$ cat src/sv/mail_body_end_marker_unstuffer_top_assert.svh
// assertion macros shared by the unstuffer modules
// each module that asserts has clk and rst_n in scope
`ifndef MAIL_BODY_END_MARKER_UNSTUFFER_TOP_ASSERT_SVH
`define MAIL_BODY_END_MARKER_UNSTUFFER_TOP_ASSERT_SVH

// same-cycle implication
`define MBEU_ASSERT_NOW(lbl, ante, cons, msg) \
    lbl: assert property (@(posedge clk) disable iff (!rst_n) (ante) |-> (cons)) \
        else $error(msg);

// next-cycle implication
`define MBEU_ASSERT_NEXT(lbl, ante, cons, msg) \
    lbl: assert property (@(posedge clk) disable iff (!rst_n) (ante) |=> (cons)) \
        else $error(msg);

`endif

$ cat src/sv/mbeu_pkg.sv
`timescale 1ns / 1ps
package mbeu_pkg;

    // end-of-body marker bytes
    localparam logic [7:0] CH_CR  = 8'h0d;
    localparam logic [7:0] CH_LF  = 8'h0a;
    localparam logic [7:0] CH_DOT = 8'h2e;

    // request opcodes
    localparam logic [1:0] OP_DATA = 2'd0;
    localparam logic [1:0] OP_BODY = 2'd1;
    localparam logic [1:0] OP_LIST = 2'd2;

    typedef logic [2:0] mcount_t;

    localparam mcount_t   MARK_FULL   = 3'd5;
    localparam mcount_t   MARK_MAX    = 3'd4;
    localparam mcount_t   LIST_PRESET = 3'd2;
    localparam logic [1:0] LIST_STRIP = 2'd2;

    // descriptor queue between front and back
    localparam int QUEUE_DEPTH = 4;
    localparam int QUEUE_AW    = $clog2(QUEUE_DEPTH);
    localparam int QUEUE_CW    = $clog2(QUEUE_DEPTH + 1);

    typedef enum logic [1:0] {
        TAIL_NONE,
        TAIL_BYTE,
        TAIL_DONE
    } tail_t;

    // one run of results: marker bytes [first, stop) then the tail
    typedef struct packed {
        mcount_t     first;
        mcount_t     stop;
        tail_t       tail;
        logic [7:0]  data;
    } run_desc_t;

    function automatic logic [7:0] marker_byte(input mcount_t idx);
        logic [7:0] b;
        unique case (idx)
            3'd0:    b = CH_CR;
            3'd1:    b = CH_LF;
            3'd2:    b = CH_DOT;
            3'd3:    b = CH_CR;
            3'd4:    b = CH_LF;
            default: b = 8'h00;
        endcase
        return b;
    endfunction

endpackage

$ cat src/sv/mbeu_front.sv
`timescale 1ns / 1ps
`include "mail_body_end_marker_unstuffer_top_assert.svh"
module mbeu_front (
    input  logic                clk,
    input  logic                rst_n,
    input  logic                in_valid,
    output logic                in_stall,
    input  logic [1:0]          op,
    input  logic [7:0]          data_byte,
    input  logic                q_full,
    output logic                push,
    output mbeu_pkg::run_desc_t push_desc
);
    import mbeu_pkg::*;

    mcount_t    match_count_reg, match_count_next;
    logic [1:0] strip_left_reg, strip_left_next;
    mcount_t    prev, nxt, skip, stop, strip_ext, strip_diff;
    logic       dot_drop;
    logic       accept;

    assign in_stall = q_full;
    assign accept   = in_valid && !q_full;

    // match tracking
    always_comb
    begin
        prev     = (match_count_reg > MARK_MAX) ? 3'd0 : match_count_reg;
        dot_drop = 1'b0;
        priority if (data_byte == CH_CR)
        begin
            nxt = (prev == 3'd0 || prev == 3'd3) ? prev + 3'd1 : 3'd1;
        end
        else if (data_byte == CH_LF)
        begin
            nxt = (prev == 3'd1 || prev == 3'd4) ? prev + 3'd1 : 3'd0;
        end
        else if (data_byte == CH_DOT)
        begin
            nxt      = (prev == 3'd2) ? 3'd3 : 3'd0;
            dot_drop = (prev == 3'd3);
        end
        else
        begin
            nxt = 3'd0;
        end
        strip_ext  = {1'b0, strip_left_reg};
        skip       = (strip_ext < prev) ? strip_ext : prev;
        strip_diff = strip_ext - skip;
        stop       = dot_drop ? prev - 3'd1 : prev;
    end

    always_comb
    begin
        match_count_next = match_count_reg;
        strip_left_next  = strip_left_reg;
        push             = 1'b0;
        push_desc.first  = 3'd0;
        push_desc.stop   = 3'd0;
        push_desc.tail   = (nxt == 3'd0) ? TAIL_BYTE : TAIL_NONE;
        push_desc.data   = data_byte;
        if (accept)
        begin
            unique case (op)
                OP_BODY:
                begin
                    match_count_next = 3'd0;
                    strip_left_next  = 2'd0;
                end
                OP_LIST:
                begin
                    match_count_next = LIST_PRESET;
                    strip_left_next  = LIST_STRIP;
                end
                OP_DATA:
                begin
                    priority if (nxt == MARK_FULL)
                    begin
                        match_count_next = 3'd0;
                        strip_left_next  = 2'd0;
                        push             = 1'b1;
                        push_desc.tail   = TAIL_DONE;
                        push_desc.data   = 8'h00;
                    end
                    else if (prev != 3'd0 && nxt <= prev)
                    begin
                        strip_left_next  = strip_diff[1:0];
                        match_count_next = nxt;
                        push_desc.first  = skip;
                        push_desc.stop   = stop;
                        push             = (skip < stop) || (nxt == 3'd0);
                    end
                    else
                    begin
                        match_count_next = nxt;
                        push             = (nxt == 3'd0);
                    end
                end
                default:
                begin
                end
            endcase
        end
    end

    always_ff @(posedge clk or negedge rst_n)
    begin
        if (!rst_n)
        begin
            match_count_reg <= 3'd0;
            strip_left_reg  <= 2'd0;
        end
        else
        begin
            match_count_reg <= match_count_next;
            strip_left_reg  <= strip_left_next;
        end
    end

    `MBEU_ASSERT_NOW(a_count_range, 1'b1, match_count_reg <= MARK_MAX, "match count out of range")
    `MBEU_ASSERT_NEXT(a_done_clears, push && push_desc.tail == TAIL_DONE, match_count_reg == 3'd0, "full match left state")

endmodule

$ cat src/sv/mbeu_fifo.sv
`timescale 1ns / 1ps
`include "mail_body_end_marker_unstuffer_top_assert.svh"
module mbeu_fifo (
    input  logic                clk,
    input  logic                rst_n,
    input  logic                push,
    input  mbeu_pkg::run_desc_t push_desc,
    output logic                full,
    input  logic                pop,
    output logic                empty,
    output mbeu_pkg::run_desc_t head
);
    import mbeu_pkg::*;

    run_desc_t             slot_reg [QUEUE_DEPTH];
    logic [QUEUE_AW-1:0]   wr_ptr_reg, wr_ptr_next;
    logic [QUEUE_AW-1:0]   rd_ptr_reg, rd_ptr_next;
    logic [QUEUE_CW-1:0]   count_reg, count_next;

    assign full  = (count_reg == QUEUE_CW'(QUEUE_DEPTH));
    assign empty = (count_reg == '0);
    assign head  = slot_reg[rd_ptr_reg];

    always_comb
    begin
        wr_ptr_next = wr_ptr_reg;
        rd_ptr_next = rd_ptr_reg;
        if (push)
        begin
            wr_ptr_next = (wr_ptr_reg == QUEUE_AW'(QUEUE_DEPTH - 1)) ? '0
                                                                   : wr_ptr_reg + 1'b1;
        end
        if (pop)
        begin
            rd_ptr_next = (rd_ptr_reg == QUEUE_AW'(QUEUE_DEPTH - 1)) ? '0
                                                                   : rd_ptr_reg + 1'b1;
        end
        count_next = count_reg + QUEUE_CW'(push) - QUEUE_CW'(pop);
    end

    always_ff @(posedge clk or negedge rst_n)
    begin
        if (!rst_n)
        begin
            wr_ptr_reg <= '0;
            rd_ptr_reg <= '0;
            count_reg  <= '0;
        end
        else
        begin
            wr_ptr_reg <= wr_ptr_next;
            rd_ptr_reg <= rd_ptr_next;
            count_reg  <= count_next;
        end
    end

    always_ff @(posedge clk)
    begin
        if (push)
        begin
            slot_reg[wr_ptr_reg] <= push_desc;
        end
    end

    `MBEU_ASSERT_NOW(a_no_overflow, push, !full, "push into full queue")
    `MBEU_ASSERT_NOW(a_no_underflow, pop, !empty, "pop from empty queue")

endmodule

$ cat src/sv/mbeu_back.sv
`timescale 1ns / 1ps
`include "mail_body_end_marker_unstuffer_top_assert.svh"
module mbeu_back (
    input  logic                clk,
    input  logic                rst_n,
    input  logic                q_empty,
    input  mbeu_pkg::run_desc_t q_head,
    output logic                pop,
    output logic                out_valid,
    input  logic                out_stall,
    output logic [7:0]          out_byte,
    output logic                byte_valid,
    output logic                body_done,
    output logic                run_last
);
    import mbeu_pkg::*;

    logic       out_valid_reg, out_valid_next;
    logic       started_reg, started_next;
    mcount_t    pos_reg, pos_next;
    logic [7:0] out_byte_reg, out_byte_next;
    logic       byte_valid_reg, byte_valid_next;
    logic       body_done_reg, body_done_next;
    logic       run_last_reg, run_last_next;
    logic       load;
    mcount_t    cur;

    assign out_valid  = out_valid_reg;
    assign out_byte   = out_byte_reg;
    assign byte_valid = byte_valid_reg;
    assign body_done  = body_done_reg;
    assign run_last   = run_last_reg;

    assign load = !out_valid_reg || !out_stall;
    assign cur  = started_reg ? pos_reg : q_head.first;

    always_comb
    begin
        out_valid_next  = out_valid_reg;
        started_next    = started_reg;
        pos_next        = pos_reg;
        out_byte_next   = out_byte_reg;
        byte_valid_next = byte_valid_reg;
        body_done_next  = body_done_reg;
        run_last_next   = run_last_reg;
        pop             = 1'b0;
        if (load)
        begin
            out_valid_next = !q_empty;
            if (!q_empty)
            begin
                if (cur < q_head.stop)
                begin
                    // held marker byte
                    out_byte_next   = marker_byte(cur);
                    byte_valid_next = 1'b1;
                    body_done_next  = 1'b0;
                    run_last_next   = (cur + 3'd1 == q_head.stop) && (q_head.tail == TAIL_NONE);
                    pop             = run_last_next;
                    started_next    = !run_last_next;
                    pos_next        = cur + 3'd1;
                end
                else
                begin
                    started_next  = 1'b0;
                    pop           = 1'b1;
                    run_last_next = 1'b1;
                    unique case (q_head.tail)
                        TAIL_BYTE:
                        begin
                            out_byte_next   = q_head.data;
                            byte_valid_next = 1'b1;
                            body_done_next  = 1'b0;
                        end
                        TAIL_DONE:
                        begin
                            out_byte_next   = 8'h00;
                            byte_valid_next = 1'b0;
                            body_done_next  = 1'b1;
                        end
                        default:
                        begin
                            out_byte_next   = 8'h00;
                            byte_valid_next = 1'b0;
                            body_done_next  = 1'b0;
                        end
                    endcase
                end
            end
        end
    end

    always_ff @(posedge clk or negedge rst_n)
    begin
        if (!rst_n)
        begin
            out_valid_reg <= 1'b0;
            started_reg   <= 1'b0;
        end
        else
        begin
            out_valid_reg <= out_valid_next;
            started_reg   <= started_next;
        end
    end

    always_ff @(posedge clk)
    begin
        pos_reg        <= pos_next;
        out_byte_reg   <= out_byte_next;
        byte_valid_reg <= byte_valid_next;
        body_done_reg  <= body_done_next;
        run_last_reg   <= run_last_next;
    end

    `MBEU_ASSERT_NOW(a_done_shape, out_valid_reg && body_done_reg, !byte_valid_reg && run_last_reg, "end of body result malformed")
    `MBEU_ASSERT_NOW(a_run_has_head, started_reg, !q_empty, "run in progress without queue head")

endmodule

$ cat src/sv/mail_body_end_marker_unstuffer_top.sv
// mail body end-marker unstuffer
// input channel (in_valid / in_stall): one request per op; op data carries a body byte,
//   op start-body clears the marker match, op start-listing presets a leading cr lf
//   that is then never delivered; chunk_last is carried for the sender only
// output channel (out_valid / out_stall): one result per cycle unless out_stall holds it;
//   a result is a body byte (byte_valid), or the end-of-body report (body_done); run_last
//   closes the results of one request, requests that only extend a match give none
// the front tracks the cr lf dot cr lf match and turns each request that gives results
//   into a run descriptor; a four-entry queue parts it from the back, which spells a run
//   out into the output register one result at a time
// path: a taken request's descriptor is written into the queue, and the back then moves
//   its results from the queue head into the output register
// throughput: one request per cycle while the queue has room; results leave one per cycle
//   while out_stall is low, so each held marker byte that a request releases is one result
// in_stall rises only when the queue is full; out_stall holds a valid output register and
//   the queue keeps taking requests until it fills
// reset: match state cleared, queue empty, no result pending
`timescale 1ns / 1ps
module mail_body_end_marker_unstuffer_top (
    input  logic       clk,
    input  logic       rst_n,
    input  logic       in_valid,
    output logic       in_stall,
    input  logic [1:0] op,
    input  logic [7:0] data_byte,
    input  logic       chunk_last,
    output logic       out_valid,
    input  logic       out_stall,
    output logic [7:0] out_byte,
    output logic       byte_valid,
    output logic       body_done,
    output logic       run_last
);
    import mbeu_pkg::*;

    // descriptor queue handshake
    logic      q_push;
    logic      q_full;
    logic      q_pop;
    logic      q_empty;
    run_desc_t q_in;
    run_desc_t q_head;

    // match tracking and classification
    mbeu_front u_front (
        .clk       (clk),
        .rst_n     (rst_n),
        .in_valid  (in_valid),
        .in_stall  (in_stall),
        .op        (op),
        .data_byte (data_byte),
        .q_full    (q_full),
        .push      (q_push),
        .push_desc (q_in)
    );

    // short queue so either side can stall on its own
    mbeu_fifo u_fifo (
        .clk       (clk),
        .rst_n     (rst_n),
        .push      (q_push),
        .push_desc (q_in),
        .full      (q_full),
        .pop       (q_pop),
        .empty     (q_empty),
        .head      (q_head)
    );

    // run expansion and output register
    mbeu_back u_back (
        .clk        (clk),
        .rst_n      (rst_n),
        .q_empty    (q_empty),
        .q_head     (q_head),
        .pop        (q_pop),
        .out_valid  (out_valid),
        .out_stall  (out_stall),
        .out_byte   (out_byte),
        .byte_valid (byte_valid),
        .body_done  (body_done),
        .run_last   (run_last)
    );

endmodule
$ cat config.mk
export PLATFORM = sky130hd
export DESIGN_NAME = mail_body_end_marker_unstuffer_top
export DESIGN_NICKNAME = d
export VERILOG_FILES = /design/src/sv/mbeu_pkg.sv /design/src/sv/mbeu_front.sv /design/src/sv/mbeu_fifo.sv /design/src/sv/mbeu_back.sv /design/src/sv/mail_body_end_marker_unstuffer_top.sv
export VERILOG_INCLUDE_DIRS = /design/src /design/src/sv
export SDC_FILE = /design/constraint.sdc
export NUM_CORES = 1
export LEC_CHECK = 0
export BUFFER_PORTS_ARGS = -buffer_cell sky130_fd_sc_hd__buf_2
export CAP_MARGIN = 40
export CORE_MARGIN = 3
export CORE_UTILIZATION = 50
export CTS_BUF_LIST = sky130_fd_sc_hd__clkbuf_2 sky130_fd_sc_hd__clkbuf_4 sky130_fd_sc_hd__clkbuf_8
export DETAILED_ROUTE_END_ITERATION = 7
export PLACE_DENSITY = 0.75
export SLEW_MARGIN = 0
export SYNTH_ARGS = -nofsm -noshare
export SYNTH_HDL_FRONTEND = slang
export SYNTH_SLANG_ARGS = --single-unit
$ cat constraint.sdc
create_clock -name clk -period 5.7 [get_ports clk]
set_clock_uncertainty 0.2 [all_clocks]
set_input_delay 0.855 -clock clk [delete_from_list [all_inputs] [get_ports clk]]
set_output_delay 0.855 -clock clk [all_outputs]
set_load 0.1 [all_outputs]
Yosys cells after proc, flatten, opt, wreduce, memory -nomap -nowiden. Memories as Yosys holds them, arrays and structs flattened. Cells that the tools add are included.

Word-level logic and storage cells: 115. Bits in writable memories: 64. Memories: 1. Register bits: 28.

Memories: u_fifo.slot_reg (depth 4, bits a word 16, read ports 1, clocked after Yosys merged registers in 0, wr ports 1, RTL line mbeu_fifo.sv:15) `run_desc_t slot_reg [QUEUE_DEPTH];`.

Mux-type cells: 41. Add/subtract/negate cells: 8. Magnitude comparators: 5. Bitwise operators: 1. Reduce and logical (&&, ||, !) cells: 26. Equal/unequal tests: 21.

Operator list (count): 16-bit 2-to-1 mux (2); 3-bit 2-to-1 mux (10); 6-bit case mux with 3 select lines (1); 8-bit by 4-bit equality test with 1-bit output, second input constant (2); 1-bit 2-to-1 mux (16); 8-bit 2-to-1 mux (2); 3-bit by 2-bit equality test with 1-bit output, second input constant (4); 3-bit equality test, second input constant (4); 3-bit zero test (4); 6-bit 2-to-1 mux (2); 10-bit 2-to-1 mux (1); 2-bit 2-to-1 mux (5); 3-bit case mux with 3 select lines (1); 2-bit equality test, second input constant (4); 8-bit by 6-bit equality test with 1-bit output, second input constant (1); 3-bit by 1-bit adder with 3-bit output, second input constant (2); 3-bit by 1-bit equality test with 1-bit output, second input constant (2); 3-bit less-than comparator (2); 2-bit case mux with 3 select lines (1); 3-bit AND reduction (2); 3-bit nonzero test (2); 1-bit zero test (5); 2-bit by 1-bit adder with 2-bit output, second input constant (2); 2-bit by 1-bit equality test with 1-bit output, second input constant (2); 15 further kinds (23).

Longest topological paths before layout.
Word-level depth: 15. Gate-level depth with buffers: 21. Mapped depth without buffers: 21.

Hierarchy. A second synthesis with hierarchy kept.

Cell total of the unflattened synthesis: 330. Area total of the unflattened synthesis: 4665.7 um2.

Modules (own cells, without submodules): mbeu_fifo (times used 1, cells an instance 120, area each 2761.4 um2, sequential area each 2097.0 um2); mbeu_front (times used 1, cells an instance 138, area each 1043.5 um2, sequential area each 125.1 um2); mbeu_back (times used 1, cells an instance 72, area each 860.8 um2, sequential area each 470.5 um2).

Worst setup path after synthesis. No wires, ideal clock.

Path kind: register to register. From: register u_fifo.count_reg[1]. To: register u_fifo.count_reg[2]. Period minus slack after synthesis: 5212 ps. Arrival: 4889 ps. Stages on the path, launching flop included: 12. Path slack: 488 ps. Path through: dfrtp_1 -> nor3b_1 -> nor3b_2 -> o2111a_2 -> a211oi_4 -> ha_1 -> inv_1 -> ha_1 -> inv_1 -> fa_1 -> xnor2_1 -> xnor2_1.

Cells in the longest elaborated chain, start to end: 6. Elaborated cells on any way between the ends: 9. Those cells by class: 2 x add/sub; 1 x eq/ne; 3 x mux; 3 x reduce/logical.

Ends and longest elaborated chain: start: declaration (RTL line mbeu_fifo.sv:18) `logic [QUEUE_CW-1:0] count_reg, count_next;`; start signal: assignment (RTL line mbeu_fifo.sv:53) `count_reg <= count_next;`; 3-bit equality test (RTL line mbeu_fifo.sv:20) `assign full = (count_reg == QUEUE_CW'(QUEUE_DEPTH));`; via in_stall (RTL line mail_body_end_marker_unstuffer_top.sv:23) `output logic in_stall,`; 1-bit zero test (RTL line mbeu_front.sv:23) `assign accept = in_valid && !q_full;`; 1-bit logical AND (RTL line mbeu_front.sv:23); 1-bit 2-to-1 mux (RTL line mbeu_front.sv:62) `if (accept)`; 3-bit by 1-bit adder with 3-bit output (RTL line mbeu_fifo.sv:38) `count_next = count_reg + QUEUE_CW'(push) - QUEUE_CW'(pop);`; 3-bit by 1-bit subtractor with 3-bit output (RTL line mbeu_fifo.sv:38); via u_fifo.count_next[2] (RTL line mbeu_fifo.sv:18).

The timed path passes the listed nets, and every way through them passes these cells. A chain may end at the register's enable or synchronous reset.

Final worst setup path.
From: register u_front.match_count_reg[2]. To: register u_fifo.count_reg[2].

Cells in the longest elaborated chain, start to end: 15. Elaborated cells on any way between the ends: 36. Those cells by class: 4 x add/sub; 4 x order compare; 5 x eq/ne; 16 x mux; 7 x reduce/logical.

Ends and longest elaborated chain: start: declaration (RTL line mbeu_front.sv:16) `mcount_t match_count_reg, match_count_next;`; start signal: assignment (RTL line mbeu_front.sv:115) `match_count_reg <= match_count_next;`; 3-bit greater-than comparator (RTL line mbeu_front.sv:28) `prev = (match_count_reg > MARK_MAX) ? 3'd0 : match_count_reg;`; 3-bit 2-to-1 mux (*) (RTL line mbeu_front.sv:28); parallel branches: the longest is 8 deep, another holds 3-bit by 1-bit adder with 3-bit output; 1-bit 2-to-1 mux (*) (RTL line mbeu_front.sv:77) `priority if (nxt == MARK_FULL)`; 1-bit 2-to-1 mux (*) (RTL line mbeu_front.sv:64) `unique case (op)`; 1-bit 2-to-1 mux (*) (RTL line mbeu_front.sv:62); 3-bit by 1-bit adder with 3-bit output (*) (RTL line mbeu_fifo.sv:38); 3-bit by 1-bit subtractor with 3-bit output (*) (RTL line mbeu_fifo.sv:38); via u_fifo.count_next[2] (RTL line mbeu_fifo.sv:18).

Mark *: on every way through the listed nets, which the timed path passes.

==> flow_metrics.py <==
metrics = {
    "synthesis": {
        "seq_area_frac_synth_pct": 58.57,
        "synthFlopType": "edfxtp_1",
        "synth.top_cell.area_share_pct": 50.95,
        "synth_edf_count": 78,
        "syn-cell-area_um2": 4597,
        "yosysWarnings": 0,
        "syn_avg_cell_area_um2": 14.64,
        "yosys-top-cells-count": "78 x edfxtp_1, 28 x ha_1, 23 x inv_1",
        "ys_ff_latch": 92,
        "synth_top_area_cell": "edfxtp_1",
        "synth_cells": 314,
        "synth_cell_types": 60,
        "yosysMostFrequentCell": "edfxtp_1",
        "async_flop_share_pct": 15.22,
        "synthTopCellsByArea": "edfxtp_1 51%, mux4_2 7.8%, dfrtp_1 7.6%, ha_1 7.6%, inv_1 1.9%",
    },
    "timing": {
        "final-hold-violation-count": 0,
        "fmax_mhz": 199.6,
        "period_share_pct": 87.90,
        "slew_headroom_pct": 49.36,
        "worst_slack_ps": 689.5,
        "worst_pin_slew_ps": 759.6,
        "period_minus_slack_ps": 5010,
        "rsz0062_at_grt": "no",
        "slew_violations": 0,
        "setup_tns_ps": 0,
        "setup_viol": 0,
    },
    "flow_run": {
        "drv_cap": 0,
    },
    "place": {
        "portBuffers": 26,
        "place_area_um2": 4852,
        "place_congestion": 0.9139,
        "place_ws_ps": 437.0,
        "dp_hpwl_mm": 5.581,
        "dp.cells": 445,
    },
    "cells_and_area": {
        "layout-drive-gt1-share_pct": 25.21,
        "final_cells": 461,
        "area_growth_pct": 9.744,
        "nets": 392,
        "largest_register_ffs": 64,
        "fin_area_um2": 5045,
        "nFillCells": 677,
        "diodes": 0,
    },
    "pwr": {
        "power.total_uw": 2538,
        "leakage_uw": 0.001917,
        "p_per_area_nw_per_um2": 503.1,
        "ir_drop_uv": 287.2,
    },
    "route": {
        "post_drt_wl_per_cell_um": 17.06,
        "antenna_left": 0,
        "met1_length_mm": 3.481,
        "vias_per_cell": 5.733,
        "topRoutingLayerUsed": "met4",
        "wirelength_mm": 7.865,
        "drc": 0,
        "dr_wl_met3_um": 344,
        "first_iter_violations": 118,
        "dr_total_vias": 2643,
        "first_pass_iters": 4,
        "wl_met2_mm": 3.896,
    },
    "die": {
        "ios": 28,
        "row_count": 34,
        "fp.dieW_um": 101.9,
        "core_um2": 8806,
        "design.die.area_um2": 10380,
        "die_h_um": 101.9,
        "start_util_pct": 52.20,
    },
    "setup_path": {
        "crit_required_ps": 5790,
        "start_kind": "flip-flop",
        "path_class": "reg2reg",
        "endpoint_kind": "flip-flop",
        "crit_path_max_fanout": 8,
        "arrival_ps": 5100,
    },
    "clock_tree": {
        "cts_hold_buffers": 0,
        "post_cts_buffers": 0,
        "clk_path_buf_depth": 2,
        "path_clk_slew_ps": 100,
        "cts-root-buf": "clkbuf_8",
        "clk_latency_ps": 360,
        "cts_max_level": 3,
        "postCtsResizedCells": 0,
        "clock-sinks": 92,
        "cts_tree": "built",
        "cts_buffers": 9,
    },
    "outcome": {
        "status": "complete, no violations",
    },
    "grt": {
        "gr-total-overflow": 0,
        "grt_pass1_vias": 2657,
        "grt_start_max_net_pins": 19,
        "antenna_found_initial": 0,
        "grt_usage_pct": 17.02,
        "grt_pass1_wl_mm": 13.30,
    },
    "worst_hold_path": {
        "hold_path_class": "in2async",
    },
}
-- routing by layer --
layer	up-vias	GRT usage, %
li1	1247	-
met1	1323	22.28
met2	60	27.72
met3	13	4.437
met4	0	6.155
met5	-	0
-- cells by family (layout without fill, tap and decap cells) --
logic type | count (synthesis) | after routing | share of synthesized area [%]
xor+xnor | 7 | 7 | 1.334
flops | 92 | 92 | 58.57
fa+ha+maj | 29 | 29 | 8.057
other cells | 1 | 5 | 0.08158
mux | 25 | 25 | 10.37
simple gates | 84 | 84 | 11.27
buf+inv | 34 | 69 | 2.994
compound gates | 42 | 42 | 7.322
-- final timing paths --
check                                                 from                   end  slack, ps  cells after the start
worst max-delay path            u_front.match_count_reg[2]   u_fifo.count_reg[2]        690                     21
worst min-delay path                                 rst_n      u_back.out_valid        180                      1
worst max register to register  u_front.match_count_reg[2]   u_fifo.count_reg[2]        690                     21
worst min register to register            u_back.out_valid      u_back.out_valid        310                      2
max in group asynchronous                            rst_n  u_fifo.wr_ptr_reg[0]       4870                      1
min in group clk                          u_back.out_valid      u_back.out_valid        310                      2
-- cell usage in the layout, fill, tap and decap left out, types with 4 or more instances in the layout --
cell and count:
clkbuf_8 9, nand2_1 21, xnor2_1 5, mux4_2 16, conb_1 5, and2b_2 8, nor2b_1 4, buf_2 26
dfrtp_1 14, edfxtp_1 78, inv_1 23, ha_1 28, o21ai_0 8, nand3_1 7, nand2b_1 6, nor2_1 11
a21oi_1 8
-- worst max-delay path, stage by stage, from the launching register on --
cell	delay [ps]
dfrtp_1	420
and2b_1	370
inv_1	220
ha_1	310
inv_1	90
o211ai_1	130
a21oi_1	260
nand2b_1	170
nand2_1	70
ha_1	280
nand3_1	70
o21ai_0	80
o22ai_1	480
a311oi_1	180
a211oi_4	350
ha_1	290
inv_1	50
ha_1	130
inv_1	50
fa_1	400
xnor2_1	170
xnor2_1	140
-- through the flow --
step	hold WS (ps)	util (%)
2_1_floorplan	260.3	-
4_1_cts	166.2	57.29
5_1_grt	164.4	57.29
3_5_place_dp	291.8	55.10
3_3_place_gp	277.2	55.10
6_report	177.0	57.29
-- power breakdown --
group	internal (uW)	leakage, uW	switching (uW)	total [uW]
Sequential	892	0.000873	81.2	973
Clock	170	0.0000968	250	421
Combinational	410	0.000947	734	1140
Total	1470	0.00192	1070	2540
-- layout make-up --
cell class / instances / area [um^2] / share of cell area (%)
clock inverter: 7 / 68.82 / 1.364
multi-input combinational: 192 / 1782 / 35.32
sequential: 92 / 2693 / 53.37
inverter: 24 / 90.09 / 1.786
clock buffer: 9 / 123.9 / 2.455
tap: 108 / 135.1 / 2.679
timing repair buffer: 29 / 152.6 / 3.026
Note: power is estimated with default switching activity, not from simulation.
